<file path="config.mk">
export PLATFORM = sky130hd
export DESIGN_NAME = ber_value_stream_decoder
export DESIGN_NICKNAME = d
export VERILOG_FILES = /design/src/design/bvsd_pkg.sv /design/src/design/bvsd_decode.sv /design/src/design/bvsd_out_queue.sv /design/src/design/ber_value_stream_decoder.sv
export SDC_FILE = /design/constraint.sdc
export NUM_CORES = 1
export LEC_CHECK = 0
export ABC_AREA = 1
export BUFFER_PORTS_ARGS = -buffer_cell sky130_fd_sc_hd__buf_2
export CAP_MARGIN = 20
export CELL_PAD_IN_SITES_DETAIL_PLACEMENT = 0
export CELL_PAD_IN_SITES_GLOBAL_PLACEMENT = 2
export CORE_ASPECT_RATIO = 1.5
export CORE_MARGIN = 2
export CORE_UTILIZATION = 28
export CTS_BUF_LIST = sky130_fd_sc_hd__clkbuf_16
export DETAILED_ROUTE_END_ITERATION = 10
export PLACE_DENSITY_LB_ADDON = 0.15
export SYNTH_ARGS = -nofsm -noshare
export SYNTH_HDL_FRONTEND = slang
export SYNTH_SLANG_ARGS = --single-unit
</file>
<file path="constraint.sdc">
create_clock -name clk -period 22.8 [get_ports clk]
set_input_delay 2.28 -clock clk [delete_from_list [all_inputs] [get_ports clk]]
set_output_delay 2.28 -clock clk [all_outputs]
set_load 0.01 [all_outputs]
</file>
<file path="src/design/bvsd_pkg.sv">
// shared types and constants for the ber value stream decoder
// no dependencies; imported by every module of the block
`default_nettype none

package bvsd_pkg;

  // sizing
  localparam int DEFAULT_VALUE_BITS = 32;
  localparam int MAX_LEN_OCTETS     = 4;
  localparam int OUT_DEPTH          = 4;

  // first subidentifier split points
  localparam int OID_ARC_STEP = 40;
  localparam int OID_ARC_TOP  = 80;

  // identifier bytes that get special handling
  localparam logic [7:0] TAG_INTEGER   = 8'h02;
  localparam logic [7:0] TAG_BITSTR    = 8'h03;
  localparam logic [7:0] TAG_OCTETSTR  = 8'h04;
  localparam logic [7:0] TAG_OID       = 8'h06;
  localparam logic [7:0] TAG_COUNTER   = 8'h41;
  localparam logic [7:0] TAG_TIMETICKS = 8'h43;

  // result kinds
  localparam logic [2:0] K_STR  = 3'd0;
  localparam logic [2:0] K_SUB  = 3'd1;
  localparam logic [2:0] K_INT  = 3'd2;
  localparam logic [2:0] K_UINT = 3'd3;
  localparam logic [2:0] K_DONE = 3'd4;
  localparam logic [2:0] K_ERR  = 3'd5;

  // result status codes
  localparam logic [2:0] ST_OK        = 3'd0;
  localparam logic [2:0] ST_EXT_TAG   = 3'd1;
  localparam logic [2:0] ST_INDEF     = 3'd2;
  localparam logic [2:0] ST_LONG_LEN  = 3'd3;
  localparam logic [2:0] ST_OVERRUN   = 3'd4;
  localparam logic [2:0] ST_EMPTY_OID = 3'd5;

  typedef enum logic [1:0] {
    PH_TAG,
    PH_LEN1,
    PH_LENX,
    PH_CONTENT
  } phase_t;

  typedef enum logic [2:0] {
    CL_INT,
    CL_UINT,
    CL_STR,
    CL_OID,
    CL_OTHER
  } tag_class_t;

  typedef struct packed {
    logic [7:0]  byte_in;
    logic [15:0] bytes_left;
  } in_item_t;

  typedef struct packed {
    logic [2:0]  kind;
    logic [7:0]  tag;
    logic [31:0] value;
    logic [31:0] obj_length;
    logic [2:0]  status;
    logic        last;
  } out_item_t;

  // up to two results per byte, in order
  typedef struct packed {
    logic [1:0] cnt;
    out_item_t  first;
    out_item_t  second;
  } res_bundle_t;

endpackage

`default_nettype wire

</file>
<file path="src/design/bvsd_decode.sv">
// per-byte decode: parse state registers and the combinational step
// depends on bvsd_pkg
`default_nettype none

module bvsd_decode import bvsd_pkg::*; #(
  parameter int VALUE_BITS = DEFAULT_VALUE_BITS
) (
  input  wire logic        clk,
  input  wire logic        rst,
  input  wire logic        fire,
  input  wire in_item_t    item,
  output res_bundle_t      res
);

  phase_t                  phase, phase_next;
  logic [7:0]              tag_held, tag_held_next;
  logic [2:0]              len_left, len_left_next;
  logic [2:0]              header_count, header_count_next;
  logic [31:0]             length_acc, length_acc_next;
  logic [31:0]             content_left, content_left_next;
  logic [VALUE_BITS-1:0]   value_acc, value_acc_next;
  logic                    first_pending, first_pending_next;
  logic [15:0]             space_held, space_held_next;

  logic [7:0]              b;
  tag_class_t              cls;
  logic                    hd_go;
  logic                    overrun;
  logic                    first_byte;
  logic                    fin;
  logic [31:0]             cl_dec;
  logic [VALUE_BITS-1:0]   int_base;
  logic [VALUE_BITS-1:0]   sub_acc;
  logic [VALUE_BITS-1:0]   sub_lo;
  logic [31:0]             sub_hi;

  function automatic tag_class_t class_of(input logic [7:0] t);
    tag_class_t c;
    case (t)
      TAG_INTEGER:                c = CL_INT;
      TAG_COUNTER, TAG_TIMETICKS: c = CL_UINT;
      TAG_BITSTR, TAG_OCTETSTR:   c = CL_STR;
      TAG_OID:                    c = CL_OID;
      default:                    c = CL_OTHER;
    endcase
    return c;
  endfunction

  assign b   = item.byte_in;
  assign cls = class_of(tag_held);

  always_ff @(posedge clk) begin
    if (rst) begin
      phase         <= PH_TAG;
      tag_held      <= '0;
      len_left      <= '0;
      header_count  <= '0;
      length_acc    <= '0;
      content_left  <= '0;
      value_acc     <= '0;
      first_pending <= 1'b1;
      space_held    <= '0;
    end else if (fire) begin
      phase         <= phase_next;
      tag_held      <= tag_held_next;
      len_left      <= len_left_next;
      header_count  <= header_count_next;
      length_acc    <= length_acc_next;
      content_left  <= content_left_next;
      value_acc     <= value_acc_next;
      first_pending <= first_pending_next;
      space_held    <= space_held_next;
    end
  end

  always_comb begin
    phase_next         = phase;
    tag_held_next      = tag_held;
    len_left_next      = len_left;
    header_count_next  = header_count;
    length_acc_next    = length_acc;
    content_left_next  = content_left;
    value_acc_next     = value_acc;
    first_pending_next = first_pending;
    space_held_next    = space_held;
    hd_go              = 1'b0;
    overrun            = 1'b0;
    first_byte         = 1'b0;
    fin                = 1'b0;
    cl_dec             = '0;
    int_base           = '0;
    sub_acc            = '0;
    sub_lo             = '0;
    sub_hi             = '0;

    res.cnt    = 2'd0;
    res.first  = '{kind: K_DONE, tag: tag_held, value: 32'd0, obj_length: 32'd0,
                   status: ST_OK, last: 1'b1};
    res.second = res.first;

    case (phase)
      PH_TAG: begin
        tag_held_next     = b;
        space_held_next   = item.bytes_left;
        header_count_next = 3'd1;
        length_acc_next   = '0;
        res.first.tag     = b;
        if (b[4:0] == 5'h1f) begin
          res.cnt          = 2'd1;
          res.first.kind   = K_ERR;
          res.first.status = ST_EXT_TAG;
          phase_next       = PH_TAG;
        end else begin
          phase_next = PH_LEN1;
        end
      end
      PH_LEN1: begin
        header_count_next = 3'd2;
        if (!b[7]) begin
          length_acc_next = {24'd0, b};
          hd_go           = 1'b1;
        end else if (b[6:0] == 7'd0) begin
          res.cnt          = 2'd1;
          res.first.kind   = K_ERR;
          res.first.status = ST_INDEF;
          phase_next       = PH_TAG;
        end else if (b[6:0] > 7'(MAX_LEN_OCTETS)) begin
          res.cnt          = 2'd1;
          res.first.kind   = K_ERR;
          res.first.status = ST_LONG_LEN;
          phase_next       = PH_TAG;
        end else begin
          len_left_next   = b[2:0];
          length_acc_next = '0;
          phase_next      = PH_LENX;
        end
      end
      PH_LENX: begin
        header_count_next = header_count + 3'd1;
        length_acc_next   = {length_acc[23:0], b};
        len_left_next     = len_left - 3'd1;
        hd_go             = (len_left_next == 3'd0);
      end
      PH_CONTENT: begin
        first_byte        = (content_left == length_acc);
        cl_dec            = content_left - 32'd1;
        content_left_next = cl_dec;
        fin               = (cl_dec == 32'd0);
        if (fin) begin
          phase_next = PH_TAG;
        end
        res.first.obj_length  = length_acc;
        res.second.obj_length = length_acc;
        case (cls)
          CL_INT, CL_UINT: begin
            // first byte seeds the sign fill
            if (first_byte) begin
              int_base = b[7] ? '1 : '0;
            end else begin
              int_base = value_acc;
            end
            value_acc_next = VALUE_BITS'({int_base, b});
            if (fin) begin
              res.cnt         = 2'd1;
              res.first.kind  = (cls == CL_INT) ? K_INT : K_UINT;
              res.first.value = 32'(value_acc_next);
            end
          end
          CL_STR: begin
            res.cnt         = 2'd1;
            res.first.kind  = K_STR;
            res.first.value = {24'd0, b};
            res.first.last  = fin;
          end
          CL_OID: begin
            sub_acc = VALUE_BITS'({value_acc, b[6:0]});
            if (!b[7]) begin
              value_acc_next = '0;
              if (first_pending) begin
                // first subidentifier splits into two arcs
                if (sub_acc < VALUE_BITS'(OID_ARC_STEP)) begin
                  sub_hi = 32'd0;
                  sub_lo = sub_acc;
                end else if (sub_acc < VALUE_BITS'(OID_ARC_TOP)) begin
                  sub_hi = 32'd1;
                  sub_lo = sub_acc - VALUE_BITS'(OID_ARC_STEP);
                end else begin
                  sub_hi = 32'd2;
                  sub_lo = sub_acc - VALUE_BITS'(OID_ARC_TOP);
                end
                res.cnt            = 2'd2;
                res.first.kind     = K_SUB;
                res.first.value    = sub_hi;
                res.first.last     = 1'b0;
                res.second.kind    = K_SUB;
                res.second.value   = 32'(sub_lo);
                res.second.last    = fin;
                first_pending_next = 1'b0;
              end else begin
                res.cnt         = 2'd1;
                res.first.kind  = K_SUB;
                res.first.value = 32'(sub_acc);
                res.first.last  = fin;
              end
            end else begin
              value_acc_next = sub_acc;
              if (fin) begin
                res.cnt = 2'd1;
                if (first_pending) begin
                  res.first.kind   = K_ERR;
                  res.first.status = ST_EMPTY_OID;
                end
              end
            end
          end
          default: begin
            if (fin) begin
              res.cnt = 2'd1;
            end
          end
        endcase
      end
      default: begin
        phase_next = PH_TAG;
      end
    endcase

    // end of header: overrun check and zero-length objects
    if (hd_go) begin
      overrun = ({17'd0, space_held} < ({1'b0, length_acc_next} + 33'(header_count_next)));
      if (overrun) begin
        res.cnt              = 2'd1;
        res.first.kind       = K_ERR;
        res.first.status     = ST_OVERRUN;
        res.first.obj_length = length_acc_next;
        phase_next           = PH_TAG;
      end else if (length_acc_next == 32'd0) begin
        res.cnt    = 2'd1;
        phase_next = PH_TAG;
        case (cls)
          CL_INT:  res.first.kind = K_INT;
          CL_UINT: res.first.kind = K_UINT;
          CL_OID: begin
            res.first.kind   = K_ERR;
            res.first.status = ST_EMPTY_OID;
          end
          default: res.first.kind = K_DONE;
        endcase
      end else begin
        phase_next         = PH_CONTENT;
        content_left_next  = length_acc_next;
        value_acc_next     = '0;
        first_pending_next = 1'b1;
      end
    end
  end

  a_two_only_subid: assert property (@(posedge clk) disable iff (rst)
    res.cnt == 2'd2 |-> (res.first.kind == K_SUB && res.second.kind == K_SUB
                         && !res.first.last))
    else $error("two results from one byte must be the split first subidentifier");

  a_status_err: assert property (@(posedge clk) disable iff (rst)
    (res.cnt != 2'd0 && res.first.status != ST_OK)
      |-> (res.first.kind == K_ERR && res.first.last))
    else $error("nonzero status without a final error result");

  a_content_nonzero: assert property (@(posedge clk) disable iff (rst)
    phase == PH_CONTENT |-> content_left != 32'd0)
    else $error("content phase with nothing left to read");

  a_lenx_nonzero: assert property (@(posedge clk) disable iff (rst)
    phase == PH_LENX |-> (len_left != 3'd0 && len_left <= 3'(MAX_LEN_OCTETS)))
    else $error("length octet count out of range");

endmodule

`default_nettype wire

</file>
<file path="src/design/bvsd_out_queue.sv">
// result queue: shifting register queue, up to two entries in per cycle
// depends on bvsd_pkg
`default_nettype none

module bvsd_out_queue import bvsd_pkg::*; (
  input  wire logic        clk,
  input  wire logic        rst,
  input  wire logic        push_en,
  input  wire res_bundle_t push,
  input  wire logic        pop,
  output out_item_t        head,
  output logic             head_valid,
  output logic             room
);

  localparam int CW = $clog2(OUT_DEPTH + 1);

  out_item_t       slot [OUT_DEPTH];
  out_item_t       slot_next [OUT_DEPTH];
  logic [CW-1:0]   count, count_next;
  logic [CW-1:0]   base;
  logic [1:0]      n_in;
  logic            do_pop;

  assign head       = slot[0];
  assign head_valid = (count != '0);
  assign room       = (count <= CW'(OUT_DEPTH - 2));
  assign do_pop     = pop && head_valid;
  assign n_in       = push_en ? push.cnt : 2'd0;
  assign base       = count - CW'(do_pop);

  always_comb begin
    for (int i = 0; i < OUT_DEPTH; i++) begin
      if (do_pop && i < OUT_DEPTH - 1) begin
        slot_next[i] = slot[i+1];
      end else begin
        slot_next[i] = slot[i];
      end
      if (n_in != 2'd0 && CW'(i) == base) begin
        slot_next[i] = push.first;
      end
      if (n_in == 2'd2 && CW'(i) == base + CW'(1)) begin
        slot_next[i] = push.second;
      end
    end
    count_next = base + CW'(n_in);
  end

  always_ff @(posedge clk) begin
    slot <= slot_next;
  end

  always_ff @(posedge clk) begin
    if (rst) begin
      count <= '0;
    end else begin
      count <= count_next;
    end
  end

  a_no_overflow: assert property (@(posedge clk) disable iff (rst)
    count <= CW'(OUT_DEPTH))
    else $error("result queue overflow");

endmodule

`default_nettype wire

</file>
<file path="src/design/ber_value_stream_decoder.sv">
// top level of the ber value stream decoder: byte decode plus result queue
// depends on bvsd_pkg, bvsd_decode, bvsd_out_queue
`default_nettype none

// Takes one byte of a BER encoded message per item and decodes value after
// value: identifier byte, definite length (short form or up to four long form
// octets), then content. Each byte is decoded in the cycle it is accepted and
// its results are written to a four-entry result queue, so a result item is
// never offered in the cycle of the byte that causes it. Throughput is one
// byte per cycle: byte_ready stays high while the queue holds at most two
// items, which leaves room for the two results of the byte that closes the
// first subidentifier of an object identifier. With result_ready held high
// the queue never fills and byte_ready never drops. INTEGER, Counter and
// TimeTicks content is sign-extended alike, the latter two under the unsigned
// kind; string bytes come out one per item, object identifiers one arc per
// item with the first subidentifier split in two, and any other tag yields a
// single done item at its last byte. Every error gives one error item with
// last set and the decoder then expects a new identifier byte.

module ber_value_stream_decoder import bvsd_pkg::*; #(
  parameter int VALUE_BITS = DEFAULT_VALUE_BITS
) (
  input  wire logic      clk,
  input  wire logic      rst,
  input  wire logic      byte_valid,
  output logic           byte_ready,
  input  wire in_item_t  byte_item,
  output logic           result_valid,
  input  wire logic      result_ready,
  output out_item_t      result_item
);

  logic        fire;
  res_bundle_t res;
  logic        room;

  // accept a byte whenever the queue can absorb two results
  assign byte_ready = room;
  assign fire       = byte_valid && byte_ready;

  bvsd_decode #(
    .VALUE_BITS(VALUE_BITS)
  ) u_decode (
    .clk  (clk),
    .rst  (rst),
    .fire (fire),
    .item (byte_item),
    .res  (res)
  );

  // the queue head is the output register
  bvsd_out_queue u_queue (
    .clk        (clk),
    .rst        (rst),
    .push_en    (fire),
    .push       (res),
    .pop        (result_ready),
    .head       (result_item),
    .head_valid (result_valid),
    .room       (room)
  );

endmodule

`default_nettype wire

</file>
==> impl_metrics.py <==
metrics = {
    "sta": {
        "setup_tns_ns": 0,
        "maxSlewHeadroom_pct": 20.04,
        "tightestPinTransition_ns": 1.199,
        "final_hold_viol_count": 0,
        "min_period_ns": 11.00,
        "slew_viol_final": 0,
        "fin_ws_ns": 11.80,
        "max_freq_mhz": 90.93,
        "rsz0062_at_grt": "no",
        "fin_crit_sh_pct": 48.23,
        "setup_viol": 0,
        "worst_clock_skew_ns": 0.03669,
    },
    "setup_path": {
        "startpoint_type": "primary input",
        "worstPathArrival_ns": 11.28,
        "endpoint_kind": "flip-flop",
        "cp_slowest_stage_delay_ns": 0.75,
        "worstSetupPathType": "in -> reg",
        "path_buf_inv": 6,
        "path_max_fanout": 72,
        "cpMostUsedCell": "nand2_1",
        "cpMaxStageDelayCell": "buf_4",
        "required_ns": 23.08,
        "path_depth": 40,
        "crit_family": "simple AND/OR/NAND/NOR gates",
        "reg2reg_depth": 36,
    },
    "floorplanning": {
        "start_util_pct": 28.18,
        "placement_rows": 149,
        "core_area_um2": 109800,
        "die_area_um2": 113200,
        "fp.dieH_um": 411.2,
        "die_x_um": 275.4,
        "io_pins": 109,
    },
    "grt": {
        "gr-usage-all-layers_pct": 26.45,
        "grt_max_degree": 82,
        "grt_pass1_vias": 29957,
        "antenna_found_initial": 3,
        "grt_pass1_wl_um": 217100,
        "grt_overflow": 0,
    },
    "drt": {
        "route.detailed.wl_per_inst_um": 25.77,
        "first_iter_violations": 2332,
        "wl_met3_um": 4627,
        "drt_wl_total_um": 151100,
        "wl_met2_um": 79120,
        "drc_errors": 0,
        "dr.pass1.iters": 5,
        "vias": 30096,
        "dr.max_layer_used": "met5",
        "detail_route.wirelength.met1_um": 56160,
        "viasPerCell": 5.132,
        "ant_nets": 0,
    },
    "clocking": {
        "clock-sinks": 441,
        "clk_latency_ns": 0.67,
        "ctsHoldBuffers": 0,
        "cts_buffer_depth": 3,
        "clk_pin_slew_worst_paths_ns": 0.06,
        "post_cts_resized": 0,
        "cts_tree": "done",
        "ctsRootBufferMaster": "clkbuf_16",
        "htree_levels": 2,
        "cts_setup_buffers": 0,
        "cts_buffers": 54,
    },
    "cells_and_area": {
        "area_growth_pct": 8.920,
        "most-common-layout-cells": "nand2_1 (1324), nand3_1 (671), inv_1 (571)",
        "nets": 4455,
        "layout_commonest_cell": "nand2_1",
        "multi_input_area_um2": 15120,
        "diodes": 0,
        "seq_area_um2": 11870,
        "drive_above_1_share_pct": 9.142,
        "fill_cells": 12201,
    },
    "logic_synthesis": {
        "seq_area_frac_synth_pct": 38.36,
        "synth_seq_cells": 441,
        "yosysTopAreaCellShare_pct": 29.50,
        "synth-xor-area-share_pct": 0.8491,
        "synthMuxAreaShare_pct": 0,
        "syn_inst": 4504,
        "synth_simple_gate_area_share_pct": 35.88,
        "yosys_warnings": 0,
        "synth_fa_ha_area_share_pct": 1.666,
        "synth.distinct_cells": 54,
        "synth_compound_area_share_pct": 10.06,
        "yosysTopAreaCell": "edfxtp_1",
        "syn_area_um2": 30940,
        "syn-num-nets": 4572,
        "ys.flop_type": "edfxtp_1",
        "synth_edf_count": 304,
        "ys_top_cells_by_area": "edfxtp_1 (30%), nand2_1 (16%), nand3_1 (11%)",
        "syn_avg_cell_area_um2": 6.870,
        "async_reset_ff_share_pct": 0,
        "synth_top_family_by_area": "simple AND/OR/NAND/NOR gates",
    },
    "hold_path": {
        "hp-class": "reg -> reg",
        "min_path_cells": 2,
    },
    "placement": {
        "place_ws_ns": 11.15,
        "hpwl_um": 108000,
        "gp_congestion": 0.9038,
        "port-buffer-count": 108,
    },
    "flow_run": {
        "cap_violations": 0,
    },
    "pwr": {
        "powerDensity_nw_per_um2": 112.6,
        "power.total_mw": 3.796,
        "power_leakage_nw": 15.41,
        "peakVddDrop_mv": 0.06556,
    },
    "run_status": {
        "status": "complete, no violations",
    },
}
[worst paths after layout]
path                             endpoint  slack [ns]                      startpoint
max           u_queue.slot[176]$_DFFE_PP_       11.80                   byte_item[20]
min          u_queue.head[1]$_SDFFE_PP0P_        0.47    u_queue.head[1]$_SDFFE_PP0P_
max reg2reg   u_queue.slot[176]$_DFFE_PP_       13.14  u_decode.phase[1]$_SDFFE_PP0P_
min reg2reg  u_queue.head[1]$_SDFFE_PP0P_        0.47    u_queue.head[1]$_SDFFE_PP0P_
[layout make-up]
cell class | count | share of cell area, %
Sequential cell | 441 | 35.22
Tap cell | 1434 | 5.323
Timing Repair Buffer | 171 | 3.118
Inverter | 585 | 6.534
Multi-Input combinational cell | 3134 | 44.87
Clock inverter | 44 | 0.8538
Clock buffer | 55 | 4.083
[worst reg2reg max path, delay by kind of cell (launching register included)]
family,cells,cell delay [ns]
adders and majority gates,3,1.09
xor gates and xnor gates,1,0.09
and+or+nand+nor,24,4.30
AOI/OAI and AO/OA,3,0.62
DFF,1,0.36
buffers and inverters,5,2.71
[per-stage QoR]
stage / hold WS (ns) / utilization (%) / std cells / area [um2]
after floorplan: 0.4297 / - / 4504 / 30940
after global placement: 0.4656 / 29.11 / 5760 / 31970
after detailed placement: 0.4672 / 29.13 / 5763 / 31990
after CTS: 0.4755 / 30.64 / 5862 / 33650
after global routing: 0.4969 / 30.69 / 5864 / 33700
final: 0.4723 / 30.69 / 5864 / 33700
[synthesized netlist by cell type, types with 29 or more instances]
| library cell | n |
|---|---|
| inv_1 | 558 |
| nand3_2 | 31 |
| nor2_1 | 310 |
| o22ai_1 | 29 |
| edfxtp_1 | 304 |
| o211ai_1 | 62 |
| buf_2 | 55 |
| nand3_1 | 672 |
| ha_1 | 38 |
| dfxtp_1 | 137 |
| o21ai_0 | 160 |
| nor3_1 | 41 |
| buf_4 | 113 |
| nand4_1 | 60 |
| clkbuf_1 | 148 |
| nand2_1 | 1330 |
| a21oi_1 | 178 |
[per-layer routing]
| layer | global-route usage (%) | up-vias |
|---|---|---|
| li1 | - | 14469 |
| met4 | 16.62 | 2 |
| met2 | 48.82 | 785 |
| met1 | 28.81 | 14578 |
| met3 | 2.171 | 262 |
| met5 | 0 | - |
[logic make-up (layout without fill, tap and decap cells)]
family / after synthesis / count (layout)
AOI/OAI and AO/OA: 529 / 529
xor gates and xnor gates: 30 / 30
adders and majority gates: 40 / 40
buffers and inverters: 929 / 855
DFF: 441 / 441
and+or+nand+nor: 2535 / 2535
[state kept, by name, summed over array words and instances (netlist names)]
name / cells
u_queue.slot: 237
u_queue.head: 79
u_decode.content_left: 32
u_decode.length_acc: 32
u_decode.value_acc: 25
u_decode.space_held: 16
u_decode.tag_held: 8
u_decode.header_count: 3
u_decode.len_left: 3
u_queue.count: 3
u_decode.phase: 2
u_decode.first_pending: 1
[power breakdown]
group | switching, mW | internal, mW
sequential | 0.152 | 1.15
clock | 0.392 | 0.459
combinational | 1.22 | 0.427
No activity file was read; power rests on OpenSTA's default activity.
